File: config.mk
export PLATFORM = sky130hd
export DESIGN_NAME = dmws_ctrl
export DESIGN_NICKNAME = d
export VERILOG_FILES = /design/src/dmws_pkg.sv /design/src/dmws_ctrl.sv
export SDC_FILE = /design/constraint.sdc
export NUM_CORES = 1
export LEC_CHECK = 0
export ABC_AREA = 1
export BUFFER_PORTS_ARGS = -buffer_cell sky130_fd_sc_hd__buf_2
export CAP_MARGIN = 20
export CORE_MARGIN = 2
export CORE_UTILIZATION = 35
export CTS_CLUSTER_SIZE = 28
export DETAILED_ROUTE_END_ITERATION = 10
export PLACE_DENSITY_LB_ADDON = 0.3
export SETUP_SLACK_MARGIN = 0.5
export SLEW_MARGIN = 20
export SYNTH_ARGS = -nofsm -noshare
export SYNTH_HDL_FRONTEND = slang
export SYNTH_SLANG_ARGS = --single-unit
File: constraint.sdc
create_clock -name clk -period 4.4 [get_ports clk]
set_input_delay 0.88 -clock clk [delete_from_list [all_inputs] [get_ports clk]]
set_output_delay 0.88 -clock clk [all_outputs]
set_load 0.1 [all_outputs]
File: src/dmws_pkg.sv
// shared types and constants for the membrane wave step unit
`timescale 1ns / 1ps
`default_nettype none
package dmws_pkg;

    localparam int GRID_SIZE = 16;
    localparam int DATA_W    = 24;
    localparam int COEF_W    = 16;
    localparam int POS_W     = 4;
    localparam int CFG_IDX_W = 3;

    localparam logic [COEF_W-1:0] TENSION_RST = 16'd32768;
    localparam logic [COEF_W-1:0] DAMPING_RST = 16'd13;
    localparam logic [COEF_W-1:0] RECIP_RST   = 16'd65523;
    localparam logic [COEF_W-1:0] GAIN_RST    = 16'd49152;
    localparam logic [POS_W-1:0]  PROBE_RST   = 4'd8;

    typedef enum logic [CFG_IDX_W-1:0] {
        CFG_TENSION   = 3'd0,
        CFG_DAMPING   = 3'd1,
        CFG_RECIP     = 3'd2,
        CFG_GAIN      = 3'd3,
        CFG_PROBE_ROW = 3'd4,
        CFG_PROBE_COL = 3'd5
    } cfg_idx_t;

    typedef enum logic [4:0] {
        OP_NOP,
        OP_START,
        OP_CLEAR,
        OP_STRIKE,
        OP_WEST,
        OP_CENTER,
        OP_CAP_N,
        OP_CAP_S,
        OP_CAP_E,
        OP_NUM,
        OP_MUL_LO,
        OP_MUL_HI,
        OP_WR_CELL,
        OP_EDGE_MUL,
        OP_EDGE_WR,
        OP_SWAP,
        OP_RESULT
    } dp_op_t;

    typedef struct packed {
        dp_op_t op;
        logic   rd_probe;
        logic   zero;
    } dp_cmd_t;

endpackage
`default_nettype wire

File: src/dmws_ctrl.sv
// controller: sequences clear, strike, stencil, edge and probe passes
`timescale 1ns / 1ps
`default_nettype none
module dmws_ctrl #(
    parameter int GridSize = dmws_pkg::GRID_SIZE,
    localparam int AddrW = $clog2(GridSize * GridSize)
) (
    input  wire logic                           clk,
    input  wire logic                           rst_n,
    input  wire logic                           in_valid,
    output logic                                in_ready,
    input  wire logic                           kind,
    input  wire logic [dmws_pkg::POS_W-1:0]     strike_row,
    input  wire logic [dmws_pkg::POS_W-1:0]     strike_col,
    output logic                                out_valid,
    input  wire logic                           out_ready,
    output dmws_pkg::dp_cmd_t                   cmd,
    output logic [AddrW-1:0]                    addr_prev,
    output logic [AddrW-1:0]                    addr_new,
    output logic [AddrW-1:0]                    wr_addr
);

    localparam int RowW = $clog2(GridSize);
    localparam logic [RowW-1:0]  ONE        = RowW'(1);
    localparam logic [RowW-1:0]  ZERO       = '0;
    localparam logic [RowW-1:0]  LAST_IDX   = RowW'(GridSize - 1);
    localparam logic [RowW-1:0]  INNER_LAST = RowW'(GridSize - 2);
    localparam logic [RowW-1:0]  LAST_CORNER = RowW'(3);
    localparam logic [AddrW-1:0] LAST_CELL  = AddrW'(GridSize * GridSize - 1);

    typedef enum logic [4:0] {
        ST_CLR, ST_IDLE, ST_STRIKE,
        ST_RS0, ST_RS1, ST_RS2,
        ST_C0, ST_C1, ST_C2, ST_C3, ST_C4, ST_C5, ST_C6, ST_C7,
        ST_E0, ST_E1, ST_E2,
        ST_SWAP, ST_PROBE, ST_FIN
    } state_t;

    typedef enum logic [2:0] {
        SIDE_TOP, SIDE_BOT, SIDE_LEFT, SIDE_RIGHT, SIDE_CORNER
    } side_t;

    function automatic logic [AddrW-1:0] cell_addr(input logic [RowW-1:0] r,
                                                   input logic [RowW-1:0] c);
        cell_addr = AddrW'(int'(r) * GridSize + int'(c));
    endfunction

    state_t                     state_reg, state_next;
    side_t                      side_reg, side_next;
    logic [RowW-1:0]            row_reg, row_next, col_reg, col_next;
    logic [AddrW-1:0]           cnt_reg, cnt_next;
    logic                       strike_reg, strike_next;
    logic [dmws_pkg::POS_W-1:0] srow_reg, srow_next, scol_reg, scol_next;
    logic                       out_valid_reg, out_valid_next;
    logic [RowW-1:0]            src_r, src_c, dst_r, dst_c;

    always_comb
    begin
        src_r = ONE;
        src_c = col_reg;
        dst_r = ZERO;
        dst_c = col_reg;
        case (side_reg)
            SIDE_TOP:
            begin
                src_r = ONE;        src_c = col_reg;
                dst_r = ZERO;       dst_c = col_reg;
            end
            SIDE_BOT:
            begin
                src_r = INNER_LAST; src_c = col_reg;
                dst_r = LAST_IDX;   dst_c = col_reg;
            end
            SIDE_LEFT:
            begin
                src_r = col_reg;    src_c = ONE;
                dst_r = col_reg;    dst_c = ZERO;
            end
            SIDE_RIGHT:
            begin
                src_r = col_reg;    src_c = INNER_LAST;
                dst_r = col_reg;    dst_c = LAST_IDX;
            end
            SIDE_CORNER:
            begin
                case (col_reg[1:0])
                    2'd0:
                    begin
                        src_r = ONE;        src_c = ZERO;
                        dst_r = ZERO;       dst_c = ZERO;
                    end
                    2'd1:
                    begin
                        src_r = INNER_LAST; src_c = ZERO;
                        dst_r = LAST_IDX;   dst_c = ZERO;
                    end
                    2'd2:
                    begin
                        src_r = ZERO;       src_c = INNER_LAST;
                        dst_r = ZERO;       dst_c = LAST_IDX;
                    end
                    default:
                    begin
                        src_r = LAST_IDX;   src_c = INNER_LAST;
                        dst_r = LAST_IDX;   dst_c = LAST_IDX;
                    end
                endcase
            end
            default:
            begin
            end
        endcase
    end

    always_comb
    begin
        state_next     = state_reg;
        side_next      = side_reg;
        row_next       = row_reg;
        col_next       = col_reg;
        cnt_next       = cnt_reg;
        strike_next    = strike_reg;
        srow_next      = srow_reg;
        scol_next      = scol_reg;
        out_valid_next = out_valid_reg && !out_ready;
        cmd.op         = dmws_pkg::OP_NOP;
        cmd.rd_probe   = 1'b0;
        cmd.zero       = 1'b0;
        addr_prev      = '0;
        addr_new       = '0;
        wr_addr        = '0;
        case (state_reg)
            ST_CLR:
            begin
                cmd.op  = dmws_pkg::OP_CLEAR;
                wr_addr = cnt_reg;
                if (cnt_reg == LAST_CELL)
                begin
                    cnt_next   = '0;
                    state_next = strike_reg ? ST_STRIKE : ST_IDLE;
                end
                else
                begin
                    cnt_next = cnt_reg + AddrW'(1);
                end
            end
            ST_IDLE:
            begin
                if (in_valid)
                begin
                    cmd.op      = dmws_pkg::OP_START;
                    strike_next = kind;
                    srow_next   = strike_row;
                    scol_next   = strike_col;
                    row_next    = ONE;
                    state_next  = kind ? ST_CLR : ST_RS0;
                end
            end
            ST_STRIKE:
            begin
                if ((int'(srow_reg) < GridSize) && (int'(scol_reg) < GridSize))
                begin
                    cmd.op  = dmws_pkg::OP_STRIKE;
                    wr_addr = cell_addr(RowW'(srow_reg), RowW'(scol_reg));
                end
                state_next = ST_PROBE;
            end
            ST_RS0:
            begin
                addr_prev  = cell_addr(row_reg, ZERO);
                state_next = ST_RS1;
            end
            ST_RS1:
            begin
                addr_prev  = cell_addr(row_reg, ONE);
                cmd.op     = dmws_pkg::OP_WEST;
                state_next = ST_RS2;
            end
            ST_RS2:
            begin
                cmd.op     = dmws_pkg::OP_CENTER;
                col_next   = ONE;
                state_next = ST_C0;
            end
            ST_C0:
            begin
                addr_prev  = cell_addr(row_reg - ONE, col_reg);
                addr_new   = cell_addr(row_reg, col_reg);
                state_next = ST_C1;
            end
            ST_C1:
            begin
                addr_prev  = cell_addr(row_reg + ONE, col_reg);
                cmd.op     = dmws_pkg::OP_CAP_N;
                state_next = ST_C2;
            end
            ST_C2:
            begin
                addr_prev  = cell_addr(row_reg, col_reg + ONE);
                cmd.op     = dmws_pkg::OP_CAP_S;
                state_next = ST_C3;
            end
            ST_C3:
            begin
                cmd.op     = dmws_pkg::OP_CAP_E;
                state_next = ST_C4;
            end
            ST_C4:
            begin
                cmd.op     = dmws_pkg::OP_NUM;
                state_next = ST_C5;
            end
            ST_C5:
            begin
                cmd.op     = dmws_pkg::OP_MUL_LO;
                state_next = ST_C6;
            end
            ST_C6:
            begin
                cmd.op     = dmws_pkg::OP_MUL_HI;
                state_next = ST_C7;
            end
            ST_C7:
            begin
                cmd.op  = dmws_pkg::OP_WR_CELL;
                wr_addr = cell_addr(row_reg, col_reg);
                if (col_reg == INNER_LAST)
                begin
                    if (row_reg == INNER_LAST)
                    begin
                        side_next  = SIDE_TOP;
                        col_next   = ONE;
                        state_next = ST_E0;
                    end
                    else
                    begin
                        row_next   = row_reg + ONE;
                        state_next = ST_RS0;
                    end
                end
                else
                begin
                    col_next   = col_reg + ONE;
                    state_next = ST_C0;
                end
            end
            ST_E0:
            begin
                addr_new   = cell_addr(src_r, src_c);
                state_next = ST_E1;
            end
            ST_E1:
            begin
                cmd.op     = dmws_pkg::OP_EDGE_MUL;
                state_next = ST_E2;
            end
            ST_E2:
            begin
                cmd.op     = dmws_pkg::OP_EDGE_WR;
                wr_addr    = cell_addr(dst_r, dst_c);
                state_next = ST_E0;
                if (side_reg == SIDE_CORNER)
                begin
                    if (col_reg == LAST_CORNER)
                    begin
                        state_next = ST_SWAP;
                    end
                    else
                    begin
                        col_next = col_reg + ONE;
                    end
                end
                else if (col_reg == INNER_LAST)
                begin
                    col_next = ONE;
                    case (side_reg)
                        SIDE_TOP:   side_next = SIDE_BOT;
                        SIDE_BOT:   side_next = SIDE_LEFT;
                        SIDE_LEFT:  side_next = SIDE_RIGHT;
                        default:
                        begin
                            side_next = SIDE_CORNER;
                            col_next  = ZERO;
                        end
                    endcase
                end
                else
                begin
                    col_next = col_reg + ONE;
                end
            end
            ST_SWAP:
            begin
                cmd.op     = dmws_pkg::OP_SWAP;
                state_next = ST_PROBE;
            end
            ST_PROBE:
            begin
                cmd.rd_probe = 1'b1;
                state_next   = ST_FIN;
            end
            ST_FIN:
            begin
                cmd.rd_probe = 1'b1;
                if (!out_valid_reg || out_ready)
                begin
                    cmd.op         = dmws_pkg::OP_RESULT;
                    cmd.zero       = strike_reg;
                    out_valid_next = 1'b1;
                    state_next     = ST_IDLE;
                end
            end
            default:
            begin
                state_next = ST_IDLE;
            end
        endcase
    end

    always_ff @(posedge clk or negedge rst_n)
    begin
        if (!rst_n)
        begin
            state_reg     <= ST_CLR;
            side_reg      <= SIDE_TOP;
            row_reg       <= '0;
            col_reg       <= '0;
            cnt_reg       <= '0;
            strike_reg    <= 1'b0;
            srow_reg      <= '0;
            scol_reg      <= '0;
            out_valid_reg <= 1'b0;
        end
        else
        begin
            state_reg     <= state_next;
            side_reg      <= side_next;
            row_reg       <= row_next;
            col_reg       <= col_next;
            cnt_reg       <= cnt_next;
            strike_reg    <= strike_next;
            srow_reg      <= srow_next;
            scol_reg      <= scol_next;
            out_valid_reg <= out_valid_next;
        end
    end

    assign in_ready  = (state_reg == ST_IDLE);
    assign out_valid = out_valid_reg;

endmodule
`default_nettype wire

==> impl_metrics.ini <==
[status]
status = completed

[critical_path]
crit_fanout = 11
rrSetupSlack_ns = 2.26
reg2reg_depth = 9
required_ns = 3.52
setup.worst_path.class = reg -> out
setup.worst_path.start_class = flip-flop
r2r-start = state_reg[4]
r2r-end = row_reg[1]
worstPathArrival_ns = 2.43
cp-end-kind = output port

[min_path]
hold_depth = 2
worstHoldPathType = reg -> reg
whs_endpoint = scol_reg[2]
worstHoldStart = scol_reg[2]

[final_layout]
nets = 472
drive_gt1_share_pct = 15.30
fillCellCount = 793
fin_util_pct = 41.46
largest_register_ffs = 8
synthToLayoutAreaGrowth_pct = 14.45
antenna_cells = 0

[power_and_ir_drop]
ir_drop_uv = 325.0
power_density_mw_per_mm2 = 771.5
p_clk_share_pct = 9.5
power_switching_w = 0.001505
combinationalPowerShare_pct = 68.0
p_leak_nw = 1.610
p_int_w = 0.0008269
p_seq_share_pct = 22.4
swShare_pct = 64.54

[sta]
finalCritPeriodShare_pct = 75.30
fmax_mhz = 301.8
timing.setup.tns_ns = 0
setup_violations = 0
slew_viol_final = 0
rsz0062_at_grt = no
slew-limit-headroom_pct = 46.62
hold_viol_final = 0
period_needed_ns = 3.313
skew_ns = 0.005511
worstMarginPinSlew_ns = 0.8008

[die]
rows = 31
start_util_pct = 36.22
dieWidth_microns = 90.87
core_area_sq_mm = 0.007292
fp.dieH_microns = 90.87
ios = 46
die_area_sq_mm = 0.008257

[clock_tree]
post_cts_buffers = 0
cts_htree_levels = 2
ctsHoldBuffers = 0
clk_path_buf_depth = 2
cts_made_buffers = 5
clk_latency_ns = 0.29
cts.repair.resized = 0
cts_tree = built
root_buffer = clkbuf_8
clock-sinks = 34
clk_pin_slew_ns = 0.07

[logic_synthesis]
async_flop_share_pct = 100.0
synth_enable_flop_cells = 0
synth.most_common_cell = nand2_1
synth_seq_area_share_pct = 32.21
synth-seq-cells = 34
yosysTopAreaCell = dfrtp_1
yosys.area.top_type_share_pct = 32.21
postSynthCellCount = 406
syn_area_sq_mm = 0.002641
synth_common_cells = nand2_1 (116), nor2_1 (57), inv_1 (47)
ys_types = 33
synth_top_cells_by_area = dfrtp_1 (32%), nand2_1 (16%), nor2_1 (8.1%)
yosys_most_used_dff = dfrtp_1
ys_warn_count = 0
synth_nets = 427
syn-mean-instance-area_sq_um = 6.506

[global_route]
grt_use_total_pct = 20.03
antenna_found_initial = 0
grt_max_degree = 35
grt_pass1_vias = 2802
grt_first_pass_wirelength_mm = 13.28
grt-ovfl-total = 0

[placed_design]
portBuffers = 45
place.detailed.hpwl_mm = 6.378
gp_congestion = 0.9634

[routing]
wl_met1_mm = 3.748
antenna_left = 0
avgRoutedWirePerCell_microns = 14.68
firstDrtPassIters = 4
drt_iter0_markers = 203
dr_total_vias = 2875
routed_wl_mm = 8.075
vias_per_cell = 5.227
dr_wl_met3_microns = 572
drc_errors = 0
dr_wl_met2_mm = 3.610
maxUsedRoutingLayer = met4

[run]
drv_cap = 0
-- placed cells by master, fill, tap and decap left out, types with 3 or more instances in the layout --
master       n
xor2_1       6
a21oi_1     11
o221ai_1     3
nor2_1      57
nand3_1     29
buf_2       45
o2111ai_1    6
nor2_4       4
nand4_1      5
nand2_1    116
inv_1       47
ha_1         8
o21ai_0     38
dfrtp_1     34
clkbuf_8     5
inv_2        5
nor3_1       9
-- routing by layer --
metal	track usage, %	vias up
met4	6.439	0
met5	0	-
met3	4.090	13
li1	-	1415
met1	27.58	1317
met2	31.53	130
-- cell families after synthesis --
family                     count (synthesis)  share of synthesized area (%)
xor gates and xnor gates                   8                          2.653
DFF                                       34                          32.21
AOI/OAI and AO/OA                         70                          15.77
adders and majority gates                  8                          3.790
and+or+nand+nor                          226                          36.10
buffers and inverters                     60                          9.474
-- worst max-delay path, cell delays in order (launching register included) --
cell,delay (ns)
dfrtp_1,0.59
inv_1,0.15
ha_1,0.24
nor2_1,0.09
o21ai_0,0.15
a21oi_1,0.26
nand2_1,0.08
o2111ai_1,0.11
buf_2,0.48
-- metrics by stage --
| stage | total power [W] | instance area [sq um] | hold slack [ns] | setup slack [ns] | std cells |
|---|---|---|---|---|---|
| floorplan | 0.001809 | 2646 | 0.4422 | 0.4284 | 406 |
| global placement | 0.002091 | 2944 | 0.4689 | 1.442 | 543 |
| finish | 0.002332 | 3023 | 0.4775 | 1.087 | 550 |
| global route | 0.002502 | 3023 | 0.5204 | 0.8983 | 550 |
| CTS | 0.002321 | 3023 | 0.4873 | 1.102 | 550 |
| detailed placement | 0.002095 | 2944 | 0.4707 | 1.419 | 543 |
-- layout make-up --
cell class                      instances  area, sq um  area share, %
Timing Repair Buffer                   45        225.2          7.450
Sequential cell                        34        850.8          28.15
Clock inverter                          2        10.01         0.3311
Multi-Input combinational cell        312         1545          51.12
Inverter                               53        198.9          6.581
Clock buffer                            5        68.82          2.276
Tap cell                               99        123.9          4.098
-- how the worst max path moves through the flow --
stage                  from  cells after the start  slack [ns]          end
2_1_floorplan  state_reg[2]                      6        0.43  addr_new[2]
3_3_place_gp       in_valid                      6        1.44       cmd[2]
3_5_place_dp   state_reg[3]                      8        1.42       cmd[2]
4_1_cts        state_reg[3]                      8        1.10       cmd[2]
5_1_grt        state_reg[3]                      8        0.90       cmd[2]
6_report         col_reg[0]                      8        1.09   wr_addr[2]
-- power by group through the flow --
| stage | Sequential (W) | Combinational, W | Clock [W] |
|---|---|---|---|
| after floorplan | 0.000493 | 0.00132 | 0 |
| after global placement | 0.000527 | 0.00156 | 0 |
| after detailed placement | 0.000524 | 0.00157 | 0 |
| after CTS | 0.000521 | 0.00157 | 0.000228 |
| after global routing | 0.000540 | 0.00172 | 0.000245 |
| final | 0.000523 | 0.00159 | 0.000222 |
No activity file was read; power rests on OpenSTA's default activity.
